$ cat src/rtl/core/fpd_pkg.sv
// Shared types, constants and helpers of the flight phase detector.
// Used by every module under rtl/core; depends on nothing else.
package fpd_pkg;

  localparam int WINDOW_SIZE = 8;
  localparam int ADDR_W      = $clog2(WINDOW_SIZE);
  localparam logic [ADDR_W-1:0] LAST_IDX = ADDR_W'(WINDOW_SIZE - 1);

  localparam int ALT_W     = 24;
  localparam int BASE_W    = 25;
  localparam int SUM_W     = BASE_W + 1;
  localparam int THR_W     = 23;
  localparam int CMD_W     = 2;
  localparam int KIND_W    = 3;
  localparam int CFG_IDX_W = 2;

  localparam logic signed [ALT_W-1:0] ALT_MIN = {1'b1, {(ALT_W-1){1'b0}}};

  typedef enum logic [CMD_W-1:0] {
    CMD_SAMPLE = 2'd0,
    CMD_SHORT  = 2'd1,
    CMD_LONG   = 2'd2
  } cmd_e;

  typedef enum logic [1:0] {
    PH_READY     = 2'd0,
    PH_FLYING    = 2'd1,
    PH_FALLING   = 2'd2,
    PH_RECOVERED = 2'd3
  } phase_e;

  typedef enum logic [KIND_W-1:0] {
    KIND_STATUS     = 3'd0,
    KIND_ALT_LOG    = 3'd1,
    KIND_APOGEE_LOG = 3'd2,
    KIND_REPORT     = 3'd3,
    KIND_ERASE      = 3'd4
  } kind_e;

  typedef enum logic [CFG_IDX_W-1:0] {
    CFG_LIFTOFF  = 2'd0,
    CFG_FALL     = 2'd1,
    CFG_RECOVERY = 2'd2
  } cfg_idx_e;

  typedef enum logic [2:0] {
    ST_IDLE  = 3'd0,
    ST_LOAD  = 3'd1,
    ST_EVAL  = 3'd2,
    ST_EMIT  = 3'd3,
    ST_SW_RD = 3'd4,
    ST_SW_WR = 3'd5
  } seq_state_e;

  typedef struct packed {
    logic [THR_W-1:0] liftoff;
    logic [THR_W-1:0] fall;
    logic [THR_W-1:0] recovery;
  } cfg_t;

  typedef struct packed {
    logic                    we;
    logic [ADDR_W-1:0]       waddr;
    logic signed [ALT_W-1:0] wdata;
    logic                    re;
    logic [ADDR_W-1:0]       raddr;
    logic                    clear;
  } mem_req_t;

  typedef struct packed {
    kind_e                   kind;
    logic signed [ALT_W-1:0] value;
    phase_e                  phase;
    logic                    last;
  } out_word_t;

  // Clamp a wide sum into the altitude range.
  function automatic logic signed [ALT_W-1:0] sat_alt(input logic signed [SUM_W-1:0] v);
    logic [SUM_W-ALT_W:0] hi;
    hi = v[SUM_W-1:ALT_W-1];
    if (&hi || ~|hi) return v[ALT_W-1:0];
    else if (v[SUM_W-1]) return {1'b1, {(ALT_W-1){1'b0}}};
    else return {1'b0, {(ALT_W-1){1'b1}}};
  endfunction

  // Clamp a wide sum into the baseline range.
  function automatic logic signed [BASE_W-1:0] sat_base(input logic signed [SUM_W-1:0] v);
    logic [1:0] hi;
    hi = v[SUM_W-1:BASE_W-1];
    if (&hi || ~|hi) return v[BASE_W-1:0];
    else if (v[SUM_W-1]) return {1'b1, {(BASE_W-1){1'b0}}};
    else return {1'b0, {(BASE_W-1){1'b1}}};
  endfunction

  // Magnitude of a - b; always fits one bit above the altitude width.
  function automatic logic [ALT_W:0] abs_diff(input logic signed [ALT_W-1:0] a,
                                              input logic signed [ALT_W-1:0] b);
    logic [ALT_W:0] d;
    d = {a[ALT_W-1], a} - {b[ALT_W-1], b};
    if (d[ALT_W]) return ~d + 1'b1;
    else return d;
  endfunction

  function automatic logic [ADDR_W-1:0] next_addr(input logic [ADDR_W-1:0] a);
    if (a == LAST_IDX) return '0;
    else return a + 1'b1;
  endfunction

endpackage

$ cat src/rtl/core/flight_phase_detector_core.sv
// Top level of the flight phase detector: config registers and the datapath modules.
// Instantiates fpd_seq, fpd_window_mem and fpd_out_buf; uses fpd_pkg.
//
// One word in per command; the window of recent relative altitudes sits in a RAM
// with registered read, walked by the sequencer. An input word is taken only when the
// sequencer is idle. A button word or an ignored sample passes through load and emit,
// an ordinary sample through load, evaluate and emit (plus an apogee log when the fall
// from apogee is seen), and a liftoff sample through a sweep that reads, rebases and
// writes back each window entry in turn through the RAM, logging each as it goes; the
// sweep and emit wait while the output register is full. The sequencer takes the next
// word while a result still waits in the output register.
// Erase needs no clearing pass: per-entry valid bits zero the window at once.
// Config writes are always accepted and should be made only while the block is idle.
module flight_phase_detector_core (
  input  logic                                 clk_i,
  input  logic                                 rst_ni,
  input  logic                                 in_valid_i,
  output logic                                 in_ready_o,
  input  logic [fpd_pkg::CMD_W-1:0]            command_i,
  input  logic signed [fpd_pkg::ALT_W-1:0]     raw_altitude_i,
  output logic                                 out_valid_o,
  input  logic                                 out_ready_i,
  output logic [fpd_pkg::KIND_W-1:0]           record_kind_o,
  output logic signed [fpd_pkg::ALT_W-1:0]     value_o,
  output logic [1:0]                           phase_o,
  output logic                                 last_o,
  input  logic                                 cfg_valid_i,
  output logic                                 cfg_ready_o,
  input  logic [fpd_pkg::CFG_IDX_W-1:0]        cfg_index_i,
  input  logic [fpd_pkg::THR_W-1:0]            cfg_data_i
);
  import fpd_pkg::*;

  cfg_t                    cfg_q;
  mem_req_t                mem_req;
  logic signed [ALT_W-1:0] mem_rd;
  logic                    push;
  out_word_t               push_word;
  out_word_t               out_word;
  logic                    out_free;

  assign cfg_ready_o = 1'b1;

  always_ff @(posedge clk_i or negedge rst_ni) begin
    if (!rst_ni) begin
      cfg_q.liftoff  <= THR_W'(100);
      cfg_q.fall     <= THR_W'(50);
      cfg_q.recovery <= THR_W'(20);
    end else if (cfg_valid_i) begin
      case (cfg_index_i)
        CFG_LIFTOFF:  cfg_q.liftoff  <= cfg_data_i;
        CFG_FALL:     cfg_q.fall     <= cfg_data_i;
        CFG_RECOVERY: cfg_q.recovery <= cfg_data_i;
        default: ;  // drop writes to unknown indexes
      endcase
    end
  end

  fpd_seq u_seq (
    .clk_i          (clk_i),
    .rst_ni         (rst_ni),
    .in_valid_i     (in_valid_i),
    .in_ready_o     (in_ready_o),
    .command_i      (command_i),
    .raw_altitude_i (raw_altitude_i),
    .cfg_i          (cfg_q),
    .mem_req_o      (mem_req),
    .mem_rd_i       (mem_rd),
    .push_o         (push),
    .word_o         (push_word),
    .out_free_i     (out_free)
  );

  fpd_window_mem u_window_mem (
    .clk_i     (clk_i),
    .rst_ni    (rst_ni),
    .req_i     (mem_req),
    .rd_data_o (mem_rd)
  );

  fpd_out_buf u_out_buf (
    .clk_i       (clk_i),
    .rst_ni      (rst_ni),
    .push_i      (push),
    .word_i      (push_word),
    .free_o      (out_free),
    .out_valid_o (out_valid_o),
    .out_ready_i (out_ready_i),
    .word_o      (out_word)
  );

  assign record_kind_o = out_word.kind;
  assign value_o       = out_word.value;
  assign phase_o       = out_word.phase;
  assign last_o        = out_word.last;

endmodule

$ cat src/rtl/core/fpd_window_mem.sv
// Altitude window storage: synchronous RAM with registered read.
// Per-entry valid bits make unwritten or erased entries read as zero. Uses fpd_pkg.
module fpd_window_mem (
  input  logic                            clk_i,
  input  logic                            rst_ni,
  input  fpd_pkg::mem_req_t               req_i,
  output logic signed [fpd_pkg::ALT_W-1:0] rd_data_o
);
  import fpd_pkg::*;

  logic signed [ALT_W-1:0] mem [WINDOW_SIZE];
  logic [WINDOW_SIZE-1:0]  valid_q;
  logic signed [ALT_W-1:0] rd_data_q;
  logic                    rd_valid_q;

  always_ff @(posedge clk_i) begin
    if (req_i.we) begin
      mem[req_i.waddr] <= req_i.wdata;
    end
    if (req_i.re) begin
      rd_data_q <= mem[req_i.raddr];
    end
  end

  always_ff @(posedge clk_i or negedge rst_ni) begin
    if (!rst_ni) begin
      valid_q    <= '0;
      rd_valid_q <= 1'b0;
    end else begin
      if (req_i.clear) begin
        valid_q <= '0;
      end else if (req_i.we) begin
        valid_q[req_i.waddr] <= 1'b1;
      end
      if (req_i.re) begin
        rd_valid_q <= valid_q[req_i.raddr];
      end
    end
  end

  assign rd_data_o = rd_valid_q ? rd_data_q : '0;

endmodule

$ cat src/rtl/core/fpd_out_buf.sv
// Output register between the sequencer and the result channel.
// Takes a new word whenever it is empty or its word is taken. Uses fpd_pkg.
module fpd_out_buf (
  input  logic               clk_i,
  input  logic               rst_ni,
  input  logic               push_i,
  input  fpd_pkg::out_word_t word_i,
  output logic               free_o,
  output logic               out_valid_o,
  input  logic               out_ready_i,
  output fpd_pkg::out_word_t word_o
);
  import fpd_pkg::*;

  logic      valid_q;
  out_word_t word_q;

  assign free_o = !valid_q || out_ready_i;

  always_ff @(posedge clk_i or negedge rst_ni) begin
    if (!rst_ni) begin
      valid_q <= 1'b0;
    end else if (push_i) begin
      valid_q <= 1'b1;
    end else if (out_ready_i) begin
      valid_q <= 1'b0;
    end
  end

  always_ff @(posedge clk_i) begin
    if (push_i) begin
      word_q <= word_i;
    end
  end

  assign out_valid_o = valid_q;
  assign word_o      = word_q;

endmodule

$ cat src/rtl/core/fpd_seq.sv
// Phase sequencer: read-modify-write of the window RAM, baseline, apogee and phase.
// Drives fpd_window_mem and fpd_out_buf through structs from fpd_pkg.
module fpd_seq (
  input  logic                             clk_i,
  input  logic                             rst_ni,
  input  logic                             in_valid_i,
  output logic                             in_ready_o,
  input  logic [fpd_pkg::CMD_W-1:0]        command_i,
  input  logic signed [fpd_pkg::ALT_W-1:0] raw_altitude_i,
  input  fpd_pkg::cfg_t                    cfg_i,
  output fpd_pkg::mem_req_t                mem_req_o,
  input  logic signed [fpd_pkg::ALT_W-1:0] mem_rd_i,
  output logic                             push_o,
  output fpd_pkg::out_word_t               word_o,
  input  logic                             out_free_i
);
  import fpd_pkg::*;

  seq_state_e               state_q, state_d;
  phase_e                   phase_q, phase_d;
  logic signed [BASE_W-1:0] baseline_q, baseline_d;
  logic signed [ALT_W-1:0]  apogee_q, apogee_d;
  logic [ADDR_W-1:0]        wp_q, wp_d;
  logic [ADDR_W-1:0]        sw_addr_q, sw_addr_d;
  logic [ADDR_W-1:0]        sw_cnt_q, sw_cnt_d;
  logic                     more_q, more_d;
  logic [CMD_W-1:0]         cmd_q;
  logic signed [ALT_W-1:0]  raw_q;
  logic signed [ALT_W-1:0]  newest_q, newest_d;
  logic signed [ALT_W-1:0]  old0_q, old0_d;
  kind_e                    pend_kind_q, pend_kind_d;
  logic signed [ALT_W-1:0]  pend_value_q, pend_value_d;
  logic                     pend_last_q, pend_last_d;

  logic                     accept;
  logic                     is_sample;
  logic signed [SUM_W-1:0]  rel_sum;
  logic signed [ALT_W-1:0]  rel;
  logic signed [SUM_W-1:0]  base_sum;
  logic [ALT_W:0]           span;
  logic                     liftoff_hit;
  logic                     recover_hit;
  logic signed [ALT_W-1:0]  apo_new;
  logic [ALT_W:0]           fall_gap;
  logic                     fall_hit;
  logic signed [SUM_W-1:0]  reb_sum;
  logic signed [ALT_W-1:0]  rebased;
  logic                     sw_last;

  assign in_ready_o = (state_q == ST_IDLE);
  assign accept     = in_valid_i && in_ready_o;
  assign is_sample  = (cmd_q == CMD_SAMPLE) && (phase_q != PH_RECOVERED);

  // Datapath terms used by both the next-state and the output logic.
  assign rel_sum     = {{(SUM_W-ALT_W){raw_q[ALT_W-1]}}, raw_q}
                     - {{(SUM_W-BASE_W){baseline_q[BASE_W-1]}}, baseline_q};
  assign rel         = sat_alt(rel_sum);
  assign base_sum    = {{(SUM_W-BASE_W){baseline_q[BASE_W-1]}}, baseline_q}
                     + {{(SUM_W-ALT_W){mem_rd_i[ALT_W-1]}}, mem_rd_i};
  assign span        = abs_diff(newest_q, mem_rd_i);
  assign liftoff_hit = span > {2'b00, cfg_i.liftoff};
  assign recover_hit = span < {2'b00, cfg_i.recovery};
  assign apo_new     = (newest_q > apogee_q) ? newest_q : apogee_q;
  assign fall_gap    = {apo_new[ALT_W-1], apo_new} - {newest_q[ALT_W-1], newest_q};
  assign fall_hit    = fall_gap > {2'b00, cfg_i.fall};
  assign reb_sum     = {{(SUM_W-ALT_W){mem_rd_i[ALT_W-1]}}, mem_rd_i}
                     - {{(SUM_W-ALT_W){old0_q[ALT_W-1]}}, old0_q};
  assign rebased     = sat_alt(reb_sum);
  assign sw_last     = (sw_cnt_q == LAST_IDX);

  // Next state
  always_comb begin
    state_d = state_q;
    case (state_q)
      ST_IDLE: begin
        if (accept) state_d = ST_LOAD;
      end
      ST_LOAD: begin
        state_d = is_sample ? ST_EVAL : ST_EMIT;
      end
      ST_EVAL: begin
        if (phase_q == PH_READY && liftoff_hit) state_d = ST_SW_RD;
        else state_d = ST_EMIT;
      end
      ST_EMIT: begin
        if (out_free_i && !more_q) state_d = ST_IDLE;
      end
      ST_SW_RD: begin
        state_d = ST_SW_WR;
      end
      ST_SW_WR: begin
        if (out_free_i) state_d = sw_last ? ST_IDLE : ST_SW_RD;
      end
      default: state_d = ST_IDLE;
    endcase
  end

  // Outputs and register updates
  always_comb begin
    mem_req_o    = '0;
    push_o       = 1'b0;
    word_o       = '0;
    phase_d      = phase_q;
    baseline_d   = baseline_q;
    apogee_d     = apogee_q;
    wp_d         = wp_q;
    sw_addr_d    = sw_addr_q;
    sw_cnt_d     = sw_cnt_q;
    more_d       = more_q;
    newest_d     = newest_q;
    old0_d       = old0_q;
    pend_kind_d  = pend_kind_q;
    pend_value_d = pend_value_q;
    pend_last_d  = pend_last_q;
    case (state_q)
      ST_LOAD: begin
        pend_last_d  = 1'b1;
        pend_value_d = '0;
        pend_kind_d  = KIND_STATUS;
        if (is_sample) begin
          // shift in: overwrite the oldest slot, fetch the next oldest
          mem_req_o.we    = 1'b1;
          mem_req_o.waddr = wp_q;
          mem_req_o.wdata = rel;
          mem_req_o.re    = 1'b1;
          mem_req_o.raddr = next_addr(wp_q);
          wp_d            = next_addr(wp_q);
          newest_d        = rel;
        end else if (phase_q == PH_RECOVERED) begin
          case (cmd_q)
            CMD_SHORT: begin
              pend_kind_d  = KIND_REPORT;
              pend_value_d = apogee_q;
            end
            CMD_LONG: begin
              pend_kind_d     = KIND_ERASE;
              mem_req_o.clear = 1'b1;
              apogee_d        = '0;
              phase_d         = PH_READY;
            end
            default: pend_kind_d = KIND_STATUS;
          endcase
        end
      end
      ST_EVAL: begin
        pend_last_d  = 1'b1;
        pend_kind_d  = KIND_ALT_LOG;
        pend_value_d = newest_q;
        case (phase_q)
          PH_READY: begin
            if (liftoff_hit) begin
              baseline_d = sat_base(base_sum);
              old0_d     = mem_rd_i;
              apogee_d   = ALT_MIN;
              phase_d    = PH_FLYING;
              sw_addr_d  = wp_q;
              sw_cnt_d   = '0;
            end else begin
              pend_kind_d  = KIND_STATUS;
              pend_value_d = '0;
            end
          end
          PH_FLYING: begin
            apogee_d    = apo_new;
            pend_last_d = !fall_hit;
            more_d      = fall_hit;
            if (fall_hit) phase_d = PH_FALLING;
          end
          PH_FALLING: begin
            if (recover_hit) phase_d = PH_RECOVERED;
          end
          default: begin
            pend_kind_d  = KIND_STATUS;
            pend_value_d = '0;
          end
        endcase
      end
      ST_EMIT: begin
        if (out_free_i) begin
          push_o       = 1'b1;
          word_o.kind  = pend_kind_q;
          word_o.value = pend_value_q;
          word_o.phase = phase_q;
          word_o.last  = pend_last_q;
          if (more_q) begin
            // queue the apogee log behind the altitude log
            pend_kind_d  = KIND_APOGEE_LOG;
            pend_value_d = apogee_q;
            pend_last_d  = 1'b1;
            more_d       = 1'b0;
          end
        end
      end
      ST_SW_RD: begin
        mem_req_o.re    = 1'b1;
        mem_req_o.raddr = sw_addr_q;
      end
      ST_SW_WR: begin
        // hold the fetched entry until the output register frees up
        if (out_free_i) begin
          push_o          = 1'b1;
          word_o.kind     = KIND_ALT_LOG;
          word_o.value    = rebased;
          word_o.phase    = phase_q;
          word_o.last     = sw_last;
          mem_req_o.we    = 1'b1;
          mem_req_o.waddr = sw_addr_q;
          mem_req_o.wdata = rebased;
          if (rebased > apogee_q) apogee_d = rebased;
          sw_addr_d = next_addr(sw_addr_q);
          sw_cnt_d  = sw_cnt_q + 1'b1;
        end
      end
      default: ;
    endcase
  end

  always_ff @(posedge clk_i or negedge rst_ni) begin
    if (!rst_ni) begin
      state_q    <= ST_IDLE;
      phase_q    <= PH_READY;
      baseline_q <= '0;
      apogee_q   <= '0;
      wp_q       <= '0;
      sw_addr_q  <= '0;
      sw_cnt_q   <= '0;
      more_q     <= 1'b0;
    end else begin
      state_q    <= state_d;
      phase_q    <= phase_d;
      baseline_q <= baseline_d;
      apogee_q   <= apogee_d;
      wp_q       <= wp_d;
      sw_addr_q  <= sw_addr_d;
      sw_cnt_q   <= sw_cnt_d;
      more_q     <= more_d;
    end
  end

  always_ff @(posedge clk_i) begin
    if (accept) begin
      cmd_q <= command_i;
      raw_q <= raw_altitude_i;
    end
    newest_q     <= newest_d;
    old0_q       <= old0_d;
    pend_kind_q  <= pend_kind_d;
    pend_value_q <= pend_value_d;
    pend_last_q  <= pend_last_d;
  end

  a_push_free: assert property (@(posedge clk_i) disable iff (!rst_ni)
    push_o |-> out_free_i)
    else $error("result pushed into a full output register");

  a_no_rw_collision: assert property (@(posedge clk_i) disable iff (!rst_ni)
    (mem_req_o.we && mem_req_o.re) |-> (mem_req_o.waddr != mem_req_o.raddr))
    else $error("window read and write hit the same entry");

  a_recover_from_falling: assert property (@(posedge clk_i) disable iff (!rst_ni)
    (phase_q == PH_RECOVERED && $past(phase_q) != PH_RECOVERED)
      |-> ($past(phase_q) == PH_FALLING))
    else $error("recovered phase entered from a phase other than falling");

  a_sweep_ends_idle: assert property (@(posedge clk_i) disable iff (!rst_ni)
    (state_q == ST_SW_WR && out_free_i && sw_last) |=> (state_q == ST_IDLE))
    else $error("liftoff sweep did not finish after the last entry");

endmodule
$ cat config.mk
export PLATFORM = sky130hd
export DESIGN_NAME = flight_phase_detector_core
export DESIGN_NICKNAME = d
export VERILOG_FILES = /design/src/rtl/core/fpd_pkg.sv /design/src/rtl/core/flight_phase_detector_core.sv /design/src/rtl/core/fpd_window_mem.sv /design/src/rtl/core/fpd_out_buf.sv /design/src/rtl/core/fpd_seq.sv
export SDC_FILE = /design/constraint.sdc
export NUM_CORES = 1
export LEC_CHECK = 0
export BUFFER_PORTS_ARGS = -buffer_cell sky130_fd_sc_hd__clkbuf_2
export CAP_MARGIN = 0
export CORE_MARGIN = 2
export CORE_UTILIZATION = 55
export CTS_CLUSTER_SIZE = 28
export DETAILED_ROUTE_END_ITERATION = 12
export PLACE_DENSITY = 0.74
export RECOVER_POWER = 100
export SLEW_MARGIN = 20
export SYNTH_ARGS = -nofsm -noshare
export SYNTH_HDL_FRONTEND = slang
export SYNTH_SLANG_ARGS = --single-unit
$ cat constraint.sdc
create_clock -name clk_i -period 10.9 [get_ports clk_i]
set_input_delay 0.545 -clock clk_i [delete_from_list [all_inputs] [get_ports clk_i]]
set_output_delay 0.545 -clock clk_i [all_outputs]
set_load 0.05 [all_outputs]
==> Flow_metrics.wiki <==
{| class="wikitable"
! Metric !! Value
|-
| Result of the run || finished with violations
|-
| Failing checks || capacitance limit, slew limit
|-
| Max-capacitance violation count || 18
|-
| Starting density of the core || 0.556
|-
| Number of synthesized flops with an enable pin || ~350
|-
| Largest stage delay, worst path || approximately 1.4 ns
|-
| Peak clock frequency supported by timing || 106 MHz
|-
| DRT iter0 DRCs || 2185
|-
| Clock transition at the registers of the reported paths || 0.06 ns
|-
| Share of flip-flops with an asynchronous set or reset || 0.291
|-
| DRC violation count after routing || 0
|-
| Data arrival, critical path || about 10 ns
|-
| Post-Syn Instances || 2730
|-
| Total count of max-transition violations in the final report || 533
|-
| Prevailing post-synth register cell || edfxtp_1
|-
| Hold Path Depth || 1
|-
| Crit path max-delay cell type || nor3_1
|-
| TritonCTS Buffers || 53
|-
| Area growth from synthesis to layout || 9.79%
|-
| Quantity of gates resized following cts || 0
|-
| Count of buffering cells on the critical path with inverters included || 3
|-
| Crit path launch type || register
|-
| Boundary pin count || approximately 90
|-
| Final wirelength || 89000 µm
|-
| Clock latency on the worst-skew pair || 0.64 ns
|-
| Total track usage || 0.314
|-
| Startpoint of the tightest hold check path || raw_altitude_i[0]
|-
| Die Span Y || 237 µm
|-
| Synthesized Nets || just over 3000
|-
| Full die area || roughly 56000 µm²
|-
| Cell family contributing the most delay on the critical path || simple AND/OR/NAND/NOR gates
|-
| Count of unique library cells instantiated by Yosys || 95
|-
| Post-detailed-route via-to-cell ratio || 6.34
|-
| Setup-failing EPs final || 0
|-
| Required arrival time at the worst endpoint || between 10 and 15 ns
|-
| Chip Width || 237 µm
|-
| Number of flip-flops and latches in the synthesized netlist || 491
|-
| Remaining antenna violation count || 0
|-
| Ratio of cells with drive above 1 in the final layout || 0.109
|-
| Detailed Routing Iterations Pass 1 || 6
|-
| Count of non-filler cells in the finished layout || about 3600
|-
| Sink count of the clock tree || between 400 and 500
|-
| Weighted congestion reported at the end of routability-driven placement || 1.04
|-
| Endpoint of the worst-slack reg-to-reg timing path || u_seq.pend_value_q[8]$_DFFE_PP_
|-
| Root cell of the clock tree || clkbuf_16
|-
| Max-slew headroom at the worst pin || -2.26
|-
| Initial antenna violation count || 3
|-
| Largest net degree at the start of global routing || 79
|-
| Final-stage net count || 3123
|-
| Source of the worst register-to-register timing path || u_window_mem.rd_valid_q$_DFFE_PN0P_
|-
| Sequential share of the synthesized area || 0.469
|-
| Commonest non-fill, non-tap cell in the layout || edfxtp_1
|-
| Total non-filler cell area in the finished layout || 32800 µm²
|-
| Min Tclk post-route || 9.44 ns
|-
| Port buffer count || 87
|-
| Reg-to-reg slack, setup || around 1.5 ns
|-
| Number of rows in the core area || 85
|-
| CTS tree || yes
|-
| Post-synthesis area per instance || 11.0 µm²
|-
| Post-CTS setup buffer count || 0
|-
| Cell count after placement || 3452
|-
| Hold Buf Count CTS || 0
|-
| Largest clock skew in the final design || 0.0258 ns
|-
| Utilization after layout || 0.610
|-
| Sort of element at the end of the critical path || register
|-
| Hold WC Path Type || primary input to register
|-
| Post-synthesis cell area || 29900 µm²
|-
| R2R cell count || 25
|-
| Unrepaired setup endpoints after global routing || no
|-
| Via total after detailed routing || 22523
|-
| Capture endpoint of the worst hold path || u_seq.raw_q[0]$_DFFE_PP_
|-
| Transition time at the pin with the least slew margin || 4.89 ns
|-
| Type of the setup path with the least slack || register to register
|-
| Worst-path maximum fanout || 25
|-
| First-pass GRT wire length || approximately 130000 µm
|-
| Total number of H-tree levels || 2
|-
| Vias in the first global route || 21849
|-
| Core region area || 53800 µm²
|-
| Final critical-path share of the clock period || 0.866
|-
| Count of synthesis-stage warnings from yosys || 0
|-
| Number of hold violations in the final report || 0
|-
| Maximum count of clock buffers along a single path || 3
|-
| Total negative setup slack || 0 ns
|-
| Overflow left after global routing || 0
|-
| Half-perimeter wire length after placement || around 67000 µm
|-
| Post-place instance area || between 30000 and 40000 µm²
|-
| Routed wire length per instance || roughly 25 µm
|-
| Most frequent cells in the layout || edfxtp_1 (348), ha_1 (249), nand2_1 (242)
|}
-- state kept, by name (all words and copies together) (netlist names), 8 cells and up --
| name | count |
|---|---|
| u_seq.raw_q | 24 |
| u_seq.old0_q | 24 |
| u_out_buf.word_o | 30 |
| u_window_mem.rd_data_q | 24 |
| u_window_mem.valid_q | 8 |
| u_seq.pend_value_q | 24 |
| cfg_q | 69 |
| u_seq.apogee_q | 24 |
| u_seq.baseline_q | 25 |
| u_window_mem.mem | 192 |
| u_seq.newest_q | 24 |
-- worst reg2reg max path: cells and delay by family, from the launching register on --
kind	cells	cell delay, ns
adder cells (fa/ha/maj)	3	0.94
AO/OA/AOI/OAI	9	2.39
AND/OR/NAND/NOR	8	4.20
buffers and inverters	3	0.54
flip-flops	1	0.83
XOR/XNOR	2	0.43
-- cells in the mapped netlist (50+ instances only) --
| master | instances | share of area |
|---|---|---|
| ha_1 | 249 | 0.10 |
| o21ai_0 | 131 | 0.022 |
| inv_1 | 234 | 0.029 |
| xnor2_1 | 78 | 0.023 |
| edfxtp_1 | 348 | 0.35 |
| a21oi_1 | 186 | 0.031 |
| nand2_1 | 242 | 0.030 |
| mux2_2 | 83 | 0.031 |
| mux4_2 | 50 | 0.038 |
| nor2_1 | 169 | 0.021 |
| dfrtp_1 | 135 | 0.11 |
| a21o_1 | 70 | 0.018 |
| clkbuf_1 | 76 | 0.0095 |
-- area by class of cell --
class | instances | area [µm²]
antenna | 1 | 2.50
clock buffer | 67 | 1420
clock inverter | 32 | 445
fill | 4419 | 21000
inverter | 235 | 882
multi-input combinational | 1909 | 14600
sequential | 491 | 14000
tap | 696 | 871
timing repair buffer | 123 | 614
-- per-stage QoR --
stage          hold slack (ns)  setup slack (ns)
2_1_floorplan            0.249              3.95
3_3_place_gp             0.469              2.85
3_5_place_dp             0.481              2.70
4_1_cts                 0.0104              2.66
5_1_grt                 0.0617              1.10
6_report                0.0801              1.46
-- how the worst max path moves through the flow --
| stage | startpoint | endpoint | slack (ns) | depth (start not counted) |
|---|---|---|---|---|
| finish | u_window_mem.rd_valid_q$_DFFE_PN0P_ | u_seq.pend_value_q[8]$_DFFE_PP_ | 1.46 | 25 |
| global route | u_window_mem.rd_valid_q$_DFFE_PN0P_ | u_seq.apogee_q[17]$_DFFE_PN0P_ | 1.10 | 26 |
| CTS | u_window_mem.rd_valid_q$_DFFE_PN0P_ | u_seq.apogee_q[0]$_DFFE_PN0P_ | 2.66 | 26 |
| detailed placement | u_window_mem.rd_valid_q$_DFFE_PN0P_ | u_seq.old0_q[0]$_DFFE_PP_ | 2.70 | 24 |
| global placement | u_window_mem.rd_valid_q$_DFFE_PN0P_ | u_seq.old0_q[23]$_DFFE_PP_ | 2.85 | 24 |
| floorplan | u_seq.newest_q[23]$_DFFE_PP_ | u_seq.phase_q[0]$_DFFE_PN0P_ | 3.95 | 34 |
-- cell families after synthesis --
| kind of cell | share of synthesized area |
|---|---|
| other | 0.000125 |
| DFF | 0.469 |
| muxes | 0.0845 |
| xor gates and xnor gates | 0.0319 |
| and+or+nand+nor | 0.106 |
| adders and majority gates | 0.108 |
| AOI/OAI and AO/OA | 0.157 |
| buffers and inverters | 0.0432 |
-- routing by layer --
| metal | global-route usage | share of wire |
|---|---|---|
| met2 | 0.506 | 0.46 |
| met5 | 0 | 0 |
| met3 | 0.0557 | 0.084 |
| met4 | 0.126 | 0.046 |
| met1 | 0.424 | 0.41 |
Power is left out: the tool's default activity adds up to more than one toggle a clock period on the data nets, which glitch-free logic cannot reach.
